**src/rtl/core/clnib_pkg.sv**
```systemverilog
// Shared types, constants and lookup functions for the character LCD nibble interface.
package clnib_pkg;

	typedef enum logic [2:0] {
		KIND_CMD   = 3'd0,
		KIND_DATA  = 3'd1,
		KIND_CURS  = 3'd2,
		KIND_INIT  = 3'd3,
		KIND_CLEAR = 3'd4
	} kind_t;

	localparam int CFG_IDX_W = 8;

	localparam logic [CFG_IDX_W-1:0] CFG_SHORT_WAIT = 8'd0;
	localparam logic [CFG_IDX_W-1:0] CFG_LONG_WAIT  = 8'd1;
	localparam logic [CFG_IDX_W-1:0] CFG_POWER_WAIT = 8'd2;
	localparam logic [CFG_IDX_W-1:0] CFG_CLEAR_WAIT = 8'd3;

	localparam logic [7:0] RST_SHORT_WAIT = 8'd1;
	localparam logic [7:0] RST_LONG_WAIT  = 8'd3;
	localparam logic [7:0] RST_POWER_WAIT = 8'd40;
	localparam logic [7:0] RST_CLEAR_WAIT = 8'd3;

	localparam logic [7:0] CMD_CLEAR = 8'h01;

	// step counter: up to 21 steps per request
	localparam int STEP_W = 5;
	localparam logic [STEP_W-1:0] LAST_BYTE  = 5'd3;
	localparam logic [STEP_W-1:0] LAST_CLEAR = 5'd4;
	localparam logic [STEP_W-1:0] LAST_INIT  = 5'd20;

	// DDRAM base address of each display row
	function automatic logic [7:0] row_base(input logic [1:0] r);
		logic [7:0] b;
		case (r)
			2'd0:    b = 8'h80;
			2'd1:    b = 8'hC0;
			2'd2:    b = 8'h94;
			default: b = 8'hD4;
		endcase
		return b;
	endfunction

	// power-up command sequence
	function automatic logic [7:0] init_cmd(input logic [2:0] i);
		logic [7:0] c;
		case (i)
			3'd0:    c = 8'h02;
			3'd1:    c = 8'h28;
			3'd2:    c = 8'h01;
			3'd3:    c = 8'h0C;
			3'd4:    c = 8'h06;
			default: c = 8'h00;
		endcase
		return c;
	endfunction

endpackage

```
**src/rtl/core/char_lcd_nibble_interface.sv**
```systemverilog
// Character LCD 4-bit bus sequencer: expands requests into pin steps.
//
//  channel  | direction | handshake           | payload
//  ---------+-----------+---------------------+------------------------------------------
//  request  | in        | in_valid / in_stall | kind, data_byte, row, column
//  pin step | out       | out_valid/out_stall | data_nibble, reg_select, strobe_res,
//           |           |                     | wait_ms, last
//  config   | in        | cfg_valid/cfg_ready | cfg_index, cfg_data
//
// One pin step leaves per cycle while out_stall is low: a byte request has 4 steps, a clear 5,
// an init 21, set by the step counter of the request register. Cursor requests for rows 4..7 and
// unknown kinds produce nothing.
// The next request is taken in the cycle its predecessor's last step moves into the
// output register, so requests follow each other with no gap.
// Reset clears valids, counters and restores the four wait registers to their defaults.
// out_stall holds the output register; the request register then stalls behind it.
module char_lcd_nibble_interface (
	input  logic                           clk,
	input  logic                           arst_n,
	// request
	input  logic                           in_valid,
	output logic                           in_stall,
	input  logic [2:0]                     kind,
	input  logic [7:0]                     data_byte,
	input  logic [2:0]                     row,
	input  logic [7:0]                     column,
	// pin steps
	output logic                           out_valid,
	input  logic                           out_stall,
	output logic [3:0]                     data_nibble,
	output logic                           reg_select,
	output logic                           strobe_res,
	output logic [7:0]                     wait_ms,
	output logic                           last,
	// configuration
	input  logic                           cfg_valid,
	output logic                           cfg_ready,
	input  logic [clnib_pkg::CFG_IDX_W-1:0] cfg_index,
	input  logic [7:0]                     cfg_data
);
	import clnib_pkg::*;

	// configuration registers
	logic [7:0] short_wait_q, long_wait_q, power_wait_q, clear_wait_q;

	assign cfg_ready = 1'b1;

	always_ff @(posedge clk or negedge arst_n) begin
		if (!arst_n) begin
			short_wait_q <= RST_SHORT_WAIT;
			long_wait_q  <= RST_LONG_WAIT;
			power_wait_q <= RST_POWER_WAIT;
			clear_wait_q <= RST_CLEAR_WAIT;
		end else if (cfg_valid && cfg_ready) begin
			case (cfg_index)
				CFG_SHORT_WAIT: short_wait_q <= cfg_data;
				CFG_LONG_WAIT:  long_wait_q  <= cfg_data;
				CFG_POWER_WAIT: power_wait_q <= cfg_data;
				CFG_CLEAR_WAIT: clear_wait_q <= cfg_data;
				default: ;	// unmapped index: dropped
			endcase
		end
	end

	// request register (stage 1): resolved byte plus step counter
	logic              valid_s1;
	kind_t             kind_s1;
	logic [7:0]        byte_s1;
	logic              rs_s1;
	logic [STEP_W-1:0] cnt_s1;
	logic [STEP_W-1:0] lastidx_s1;

	// incoming request decode
	kind_t             in_kind;
	logic              in_has_steps;
	logic [7:0]        in_byte;
	logic              in_rs;
	logic [STEP_W-1:0] in_lastidx;

	always_comb begin
		in_kind      = kind_t'(kind);
		in_has_steps = 1'b0;
		in_byte      = data_byte;
		in_rs        = 1'b0;
		in_lastidx   = LAST_BYTE;
		case (in_kind)
			KIND_CMD: begin
				in_has_steps = 1'b1;
			end
			KIND_DATA: begin
				in_has_steps = 1'b1;
				in_rs        = 1'b1;
			end
			KIND_CURS: begin
				in_has_steps = !row[2];
				in_byte      = row_base(row[1:0]) + column;	// wraps at 256
			end
			KIND_INIT: begin
				in_has_steps = 1'b1;
				in_lastidx   = LAST_INIT;
			end
			KIND_CLEAR: begin
				in_has_steps = 1'b1;
				in_byte      = CMD_CLEAR;
				in_lastidx   = LAST_CLEAR;
			end
			default: in_has_steps = 1'b0;
		endcase
	end

	// current step of the request in stage 1
	logic              step_last;
	logic [STEP_W-1:0] idx;
	logic [1:0]        phase;
	logic [7:0]        cur_byte;
	logic [3:0]        step_nib;
	logic              step_rs;
	logic              step_en;
	logic [7:0]        step_wait;

	always_comb begin
		step_last = (cnt_s1 == lastidx_s1);
		// init has a leading power-on wait before its bytes
		idx       = (kind_s1 == KIND_INIT) ? cnt_s1 - 1'b1 : cnt_s1;
		phase     = idx[1:0];
		cur_byte  = (kind_s1 == KIND_INIT) ? init_cmd(idx[4:2]) : byte_s1;
		step_nib  = phase[1] ? cur_byte[3:0] : cur_byte[7:4];
		step_rs   = rs_s1;
		step_en   = !phase[0];
		case (phase)
			2'd1:    step_wait = short_wait_q;
			2'd3:    step_wait = long_wait_q;
			default: step_wait = 8'd0;
		endcase
		if (kind_s1 == KIND_INIT && cnt_s1 == '0) begin
			step_nib  = 4'h0;
			step_rs   = 1'b0;
			step_en   = 1'b0;
			step_wait = power_wait_q;
		end
		if (kind_s1 == KIND_CLEAR && cnt_s1 == LAST_CLEAR) begin
			// hold the pins after the clear command
			step_nib  = 4'h1;
			step_rs   = 1'b0;
			step_en   = 1'b0;
			step_wait = clear_wait_q;
		end
	end

	logic out_load;
	logic advance;
	logic in_take;

	assign out_load = !out_valid || !out_stall;
	assign advance  = valid_s1 && out_load;
	assign in_stall = valid_s1 && !(advance && step_last);
	assign in_take  = in_valid && !in_stall;

	always_ff @(posedge clk or negedge arst_n) begin
		if (!arst_n) begin
			valid_s1 <= 1'b0;
			cnt_s1   <= '0;
		end else if (in_take) begin
			valid_s1 <= in_has_steps;
			cnt_s1   <= '0;
		end else if (advance) begin
			valid_s1 <= !step_last;
			cnt_s1   <= cnt_s1 + 1'b1;
		end
	end

	always_ff @(posedge clk) begin
		if (in_take) begin
			kind_s1    <= in_kind;
			byte_s1    <= in_byte;
			rs_s1      <= in_rs;
			lastidx_s1 <= in_lastidx;
		end
	end

	// output register (stage 2)
	always_ff @(posedge clk or negedge arst_n) begin
		if (!arst_n) begin
			out_valid <= 1'b0;
		end else if (out_load) begin
			out_valid <= valid_s1;
		end
	end

	always_ff @(posedge clk) begin
		if (advance) begin
			data_nibble <= step_nib;
			reg_select  <= step_rs;
			strobe_res  <= step_en;
			wait_ms     <= step_wait;
			last        <= step_last;
		end
	end

	// counter never runs past the request's final step
	assert property (@(posedge clk) disable iff (!arst_n)
		valid_s1 |-> cnt_s1 <= lastidx_s1)
		else $error("step counter past final step");

	// enable-high steps never carry a wait
	assert property (@(posedge clk) disable iff (!arst_n)
		out_valid && strobe_res |-> wait_ms == 8'd0)
		else $error("wait on enable-high step");

	// final step moving out with nothing new taken empties stage 1
	assert property (@(posedge clk) disable iff (!arst_n)
		advance && step_last && !in_take |=> !valid_s1)
		else $error("request register not released after final step");

	// a step leaves stage 1 only into a free or draining output register
	assert property (@(posedge clk) disable iff (!arst_n)
		valid_s1 && out_valid && out_stall |=> valid_s1 && $stable(cnt_s1))
		else $error("step lost under output stall");

endmodule

```
**config.mk**
```make
export PLATFORM = sky130hd
export DESIGN_NAME = char_lcd_nibble_interface
export DESIGN_NICKNAME = d
export VERILOG_FILES = /design/src/rtl/core/clnib_pkg.sv /design/src/rtl/core/char_lcd_nibble_interface.sv
export SDC_FILE = /design/constraint.sdc
export NUM_CORES = 1
export LEC_CHECK = 0
export BUFFER_PORTS_ARGS = -buffer_cell sky130_fd_sc_hd__buf_4
export CAP_MARGIN = 20
export CORE_ASPECT_RATIO = 1.75
export CORE_MARGIN = 2
export CORE_UTILIZATION = 59
export CTS_BUF_LIST = sky130_fd_sc_hd__clkbuf_2
export DETAILED_ROUTE_END_ITERATION = 6
export PLACE_DENSITY = 0.86
export SLEW_MARGIN = 15
export SYNTH_ARGS = -nofsm -noshare
export SYNTH_HDL_FRONTEND = slang
export SYNTH_SLANG_ARGS = --single-unit
```
**constraint.sdc**
```tcl
create_clock -name clk -period 2.8 [get_ports clk]
set_input_delay 0.42 -clock clk [delete_from_list [all_inputs] [get_ports clk]]
set_output_delay 0.42 -clock clk [all_outputs]
set_load 0.005 [all_outputs]
```
======== Word level (Yosys, flattened, before mapping) ========
Index checks and enable logic that the tools add are counted.
cells by class
  reduce and logical (&&, ||, !) cells .... 26
  mux-type cells .......................... 18
  equal/unequal tests ..................... 19
  $add $sub $neg .......................... 3
operator list
  cell                                              count
  two-way mux 8 bit                                 4
  case mux 8 bit (2 select lines)                   2
  case mux 6 bit (5 select lines)                   1
  case mux 7 bit (3 select lines)                   1
  == test 8 x 2 -> 1 bit, second input constant     2
  == test 3 x 2 -> 1 bit, second input constant     5
  two-way mux 5 bit                                 3
  case mux 5 bit (2 select lines)                   1
  == test 3 bit, second input constant              3
  adder 8 bit                                       1
  == test 8 x 1 -> 1 bit, second input constant     1
  zero test 8 bit                                   1
  AND reduction 2 bit                               4
  zero test 1 bit                                   7
  == test 3 x 1 -> 1 bit, second input constant     2
  logical AND 1 bit                                 6
  zero test 3 bit                                   2
  adder 5 x 1 -> 5 bit, second input constant       1
  == test 5 x 3 -> 1 bit, second input constant     1
  == test 5 bit                                     1
  zero test 5 bit                                   1
  subtractor 5 x 1 -> 5 bit, second input constant  1
  == test 2 x 1 -> 1 bit, second input constant     2
  == test 2 bit, second input constant              2
  other kinds (8)                                   11
word-level totals
  flip-flop bits (word level) ............. 71
  output and inout bits ................... 18
  input port bits ......................... 43

======== Logic depth before layout (Yosys ltp) ========
  depth after elaboration ................. 9
  mapped depth ............................ 9
  depth with buffers taken out ............ 6

======== Worst setup path after synthesis ========
No wires, ideal clock.
  path type ............................... register -> register
  start point ............................. register cnt_s1[1]
  end point ............................... register wait_ms[3] (data pin)
  setup time .............................. 169 ps
  required time ........................... 2631 ps
  cell stages (with the launch flop) ...... 9
  clock period less this slack ............ 2079 ps
  setup slack ............................. 721 ps
  arrival time ............................ 1910 ps
  buffers on the path ..................... 3
  cell sequence ........................... dfrtp_1 > buf_2 > buf_2 > inv_1 > ha_1 > buf_2 > mux2i_1 > o311a_1 > o31ai_1
between the ends
  cells in the longest elaborated chain, start to end .. 6
ends and longest elaborated chain
  what                                                     line                              source
  start: declaration                                       char_lcd_nibble_interface.sv:70   logic [STEP_W-1:0] cnt_s1;
  start signal: assignment                                 char_lcd_nibble_interface.sv:168  cnt_s1 <= cnt_s1 + 1'b1;
  subtractor 5 x 1 -> 5 bit                                char_lcd_nibble_interface.sv:124  idx = (kind_s1 == KIND_INIT) ? cnt_s1 - 1'b1 : cnt_s1;
  two-way mux 5 bit                                        char_lcd_nibble_interface.sv:124
  == test 2 bit or == test 2 x 1 -> 1 bit (tied branches)  char_lcd_nibble_interface.sv:130  case (phase)
  case mux 8 bit (2 select lines)                          char_lcd_nibble_interface.sv:130
  two-way mux 8 bit                                        char_lcd_nibble_interface.sv:135  if (kind_s1 == KIND_INIT && cnt_s1 == '0) begin
  two-way mux 8 bit *                                      char_lcd_nibble_interface.sv:141  if (kind_s1 == KIND_CLEAR && cnt_s1 == LAST_CLEAR) begin
  named net step_wait[3]                                   char_lcd_nibble_interface.sv:119  logic [7:0] step_wait;
  end signal: assignment                                   char_lcd_nibble_interface.sv:195  wait_ms <= step_wait;
  end: declaration                                         char_lcd_nibble_interface.sv:33   output logic [7:0] wait_ms,
Mark *: on every way through the listed nets, which the timed path passes. The rest lies on a longest branch.
A chain may end at the register's enable or synchronous reset.

======== Worst setup path in the final report ========
  start point ............................. register cnt_s1[1]
  end point ............................... output port in_stall
between the ends
  cells in the longest elaborated chain, start to end .. 4
ends and longest elaborated chain
  what               line                              source
  == test 5 bit      char_lcd_nibble_interface.sv:122  step_last = (cnt_s1 == lastidx_s1);
  logical AND 1 bit  char_lcd_nibble_interface.sv:156  assign in_stall = valid_s1 && !(advance && step_last);
  zero test 1 bit    char_lcd_nibble_interface.sv:156
  logical AND 1 bit  char_lcd_nibble_interface.sv:156
  end: declaration   char_lcd_nibble_interface.sv:22   output logic in_stall,
Every way passes these cells.

==> metrics.md <==
| Metric | Value |
|---|---|
| Worst Skew | `between 0.02 and 0.025 ns` |
| GPL Wtd Cong | `around 0.89` |
| Effective utilization at floorplan | `between 60 and 70%` |
| Kind of critical path | `flop to output pin` |
| Area of the core | `around 6200 um^2` |
| Net Count, Synth | `around 380` |
| Power per Cell Area | `~730 nW/um^2` |
| Input/output buffers | `59` |
| Post-synth top flop | `dfrtp_1` |
| Total CTS buffers | `9` |
| Post-synthesis cell area | `~3800 um^2` |
| DR DRC count | `0` |
| Die width | `about 65 um` |
| Seq/Total Area, Yosys | `approximately 50%` |
| Metal2 WL | `4500 um` |
| Final Setup Violations | `0` |
| Worst-path clk slew | `0.17 ns` |
| FF-to-FF path depth | `6` |
| Via count | `2896` |
| Die height | `around 110 um` |
| Leakage power | `just under 2 nW` |
| Setup TNS | `0 ns` |
| Post CTS Setup Buffer Count | `0` |
| Cell family with most CP delay | `flip-flops` |
| Reg2Reg Capture Point | `wait_ms[2]` |
| Crit-path cells | `nor3_1, o211ai_1, o31ai_2, inv_1, buf_4` |
| Root Driver | `clkbuf_2` |
| Mapped Cells | `around 330` |
| Peak VDD IR | `~0.00029 V` |
| Clock buffer depth | `2` |
| Worst Hold Depth | `1` |
| 1st-iter DRT viols | `216` |
| CP bufs+invs | `2` |
| Relative slew slack | `roughly 59%` |
| RSZ-0062 raised after global routing | `no` |
| Ys async rst share | `a little under three fifths` |
| Drt pass-1 iters | `4` |
| Number of max-cap violations | `0` |
| Final Critical Period | `around 2.5 ns` |
| Total GRT Usage | `between 20% and 30%` |
| Synth area leaders | `edfxtp_1, dfrtp_1, mux2_2` |
| Least-Margin Pin Slew | `between 0.6 and 0.7 ns` |
| Critical path arrival | `between 2 and 2.5 ns` |
| Outcome | `completed` |
| Hold Crit Endpoint | `kind_s1[0]` |
| Largest net degree at the start of global routing | `40` |
| First-pass GRT wire length | `13200 um` |
| R2r setup slk | `between 0.4 and 0.5 ns` |
| Max Clk Rate | `between 300 and 400 MHz` |
| Critical Path End Type | `output pin` |
| Hold path startpoint | `kind[0]` |
| Crit Reg-Reg Startpoint | `cnt_s1[1]` |
| Post-synth top cells | `mux2_2, dfrtp_1, edfxtp_1` |
| Period utilisation layout | `approximately nine tenths` |
| N_diodes | `0` |
| Worst EP required | `2.38 ns` |
| DRT antenna net count | `0` |
| Clk Latency, worst-skew pair | `a little over 0.5 ns` |
| TritonCTS clock tree | `yes` |
| Critical Path Start Type | `flop` |
| Die area | `~7100 um^2` |
| Max incr delay on CP | `0.56 ns` |
| Worst hold path type | `input pin to flop` |
| Grt ovf | `0` |
| Met3 wire len | `403 um` |
| Yosys warnings | `0` |
| Layout Nets | `roughly 440` |
| Leading area contributor after synthesis | `edfxtp_1` |
| Vias in the first global route | `a little under 3000` |
| Total power | `between 3 and 4 mW` |
| Detailed Route WL | `between 8000 and 9000 um` |
| Synth Area per Inst | `approximately 12 um^2` |
| Slowest stage cell on the critical path | `dfrtp_1` |
| Cell with the most instances after synthesis | `mux2_2` |
| Cell Rows | `38` |
| Post-synth top area share | `23.7%` |
| Area Growth Syn to Fin | `16.8%` |
| Seq cells post-synth | `69` |
| Post-synth EDFFs | `30` |
| Average wire per standard cell | `about 17 um` |
| Met1 Wirelength | `about 3100 um` |
| Max FO, Critical Path | `12` |
| Final-report hold violation count | `0` |
| Vias/cell | `around 6.1` |
| Hpwl dp | `6100 um` |
| TritonCTS Sinks | `69` |
| Max-slew violations | `0` |
| Synth cell types | `59` |
| Fill cell total of the finished layout | `~460` |
| CTS H-tree depth | `3` |
| Initial antenna violation count | `0` |
| Layout cells sized above 1 | `35.5%` |
| Io pins | `between 60 and 70` |
| Top Layer Used | `met4` |
## how the worst max path moves through the flow
stage	slack, ns	cells after the start	from	to
2_1_floorplan	0.72	8	cnt_s1[1]	wait_ms[3]
3_3_place_gp	0.63	6	cnt_s1[1]	wait_ms[2]
3_5_place_dp	0.45	4	cnt_s1[1]	kind_s1[2]
4_1_cts	0.15	5	cnt_s1[1]	in_stall
5_1_grt	0.08	5	cnt_s1[1]	in_stall
6_report	0.29	5	cnt_s1[1]	in_stall
## metrics by stage
step | hold WS [ns] | instance area (um^2) | instances | utilization (%) | setup WS, ns
detailed placement | 0.415 | 4310 | 455 | 69.2 | 0.452
global placement | 0.411 | 4310 | 455 | 69.2 | 0.633
floorplan | 0.124 | 3800 | 329 | - | 0.721
global route | 0.0655 | 4440 | 472 | 71.2 | 0.0815
finish | 0.129 | 4440 | 472 | 71.2 | 0.290
CTS | 0.0795 | 4430 | 472 | 71.1 | 0.153
## cell families (layout without fill, tap and decap cells)
group           count (synthesis)  count (layout)  share of synthesized area [%]
fa+ha+maj                       7               7                           2.31
other cells                     1               1                         0.0987
compound gates                 86              86                           16.1
simple gates                   85              85                           13.9
buf+inv                        29              92                           3.23
flops                          69              69                           49.6
xor+xnor                        5               5                           1.15
mux                            47              47                           13.6
## final cells by class
| type | count | area, um^2 | area share (%) |
|---|---|---|---|
| tap | 80 | 100 | 2.26 |
| sequential | 69 | 1890 | 42.5 |
| multi-input combinational | 231 | 1800 | 40.5 |
| clock inverter | 7 | 66.3 | 1.50 |
| inverter | 8 | 30.0 | 0.677 |
| clock buffer | 9 | 45.0 | 1.02 |
| timing repair buffer | 68 | 513 | 11.6 |
## report_power, final
| part | switching, mW | internal (mW) |
|---|---|---|
| Sequential | 0.142 | 1.27 |
| Clock | 0.338 | 0.202 |
| Combinational | 0.696 | 0.604 |
## layer usage
metal  vias to the layer above  GRT usage, %
met5                         -             0
met4                         0          11.1
met3                        19          5.08
met2                       104          45.0
met1                      1401          27.1
li1                       1372             -
## worst reg2reg max path: stages (launching register included)
cell	delay [ns]
dfrtp_1	0.63
inv_1	0.15
ha_1	0.55
buf_4	0.23
mux2i_1	0.08
o311a_1	0.30
o31ai_1	0.27
## state kept, by name (all words and copies together) (netlist names)
register,count
strobe_res,1
wait_ms,8
lastidx_s1,3
valid_s1,1
last,1
long_wait_q,8
power_wait_q,8
out_valid,1
rs_s1,1
cnt_s1,5
kind_s1,3
reg_select,1
clear_wait_q,8
byte_s1,8
data_nibble,4
short_wait_q,8
## placed cells by master, fill, tap and decap left out, types with 8 or more instances in the layout
cell type | netlist | layout
nand3_1 | 8 | 8
inv_1 | 8 | 8
nand2_1 | 18 | 18
dfrtp_1 | 32 | 32
clkbuf_2 | 0 | 9
nor2_1 | 11 | 11
edfxtp_1 | 30 | 30
a22o_1 | 10 | 10
mux2i_1 | 10 | 10
buf_4 | 1 | 67
o21ai_0 | 13 | 13
mux2_2 | 37 | 37
a21oi_1 | 15 | 15
## timing repair
item	4_1_cts	5_1_grt
endpoints found under the hold margin	32	0
endpoints found under the setup margin	0	1
resized for setup	0	1
hold buffers	1	0
(Power assumes the default switching activity.)
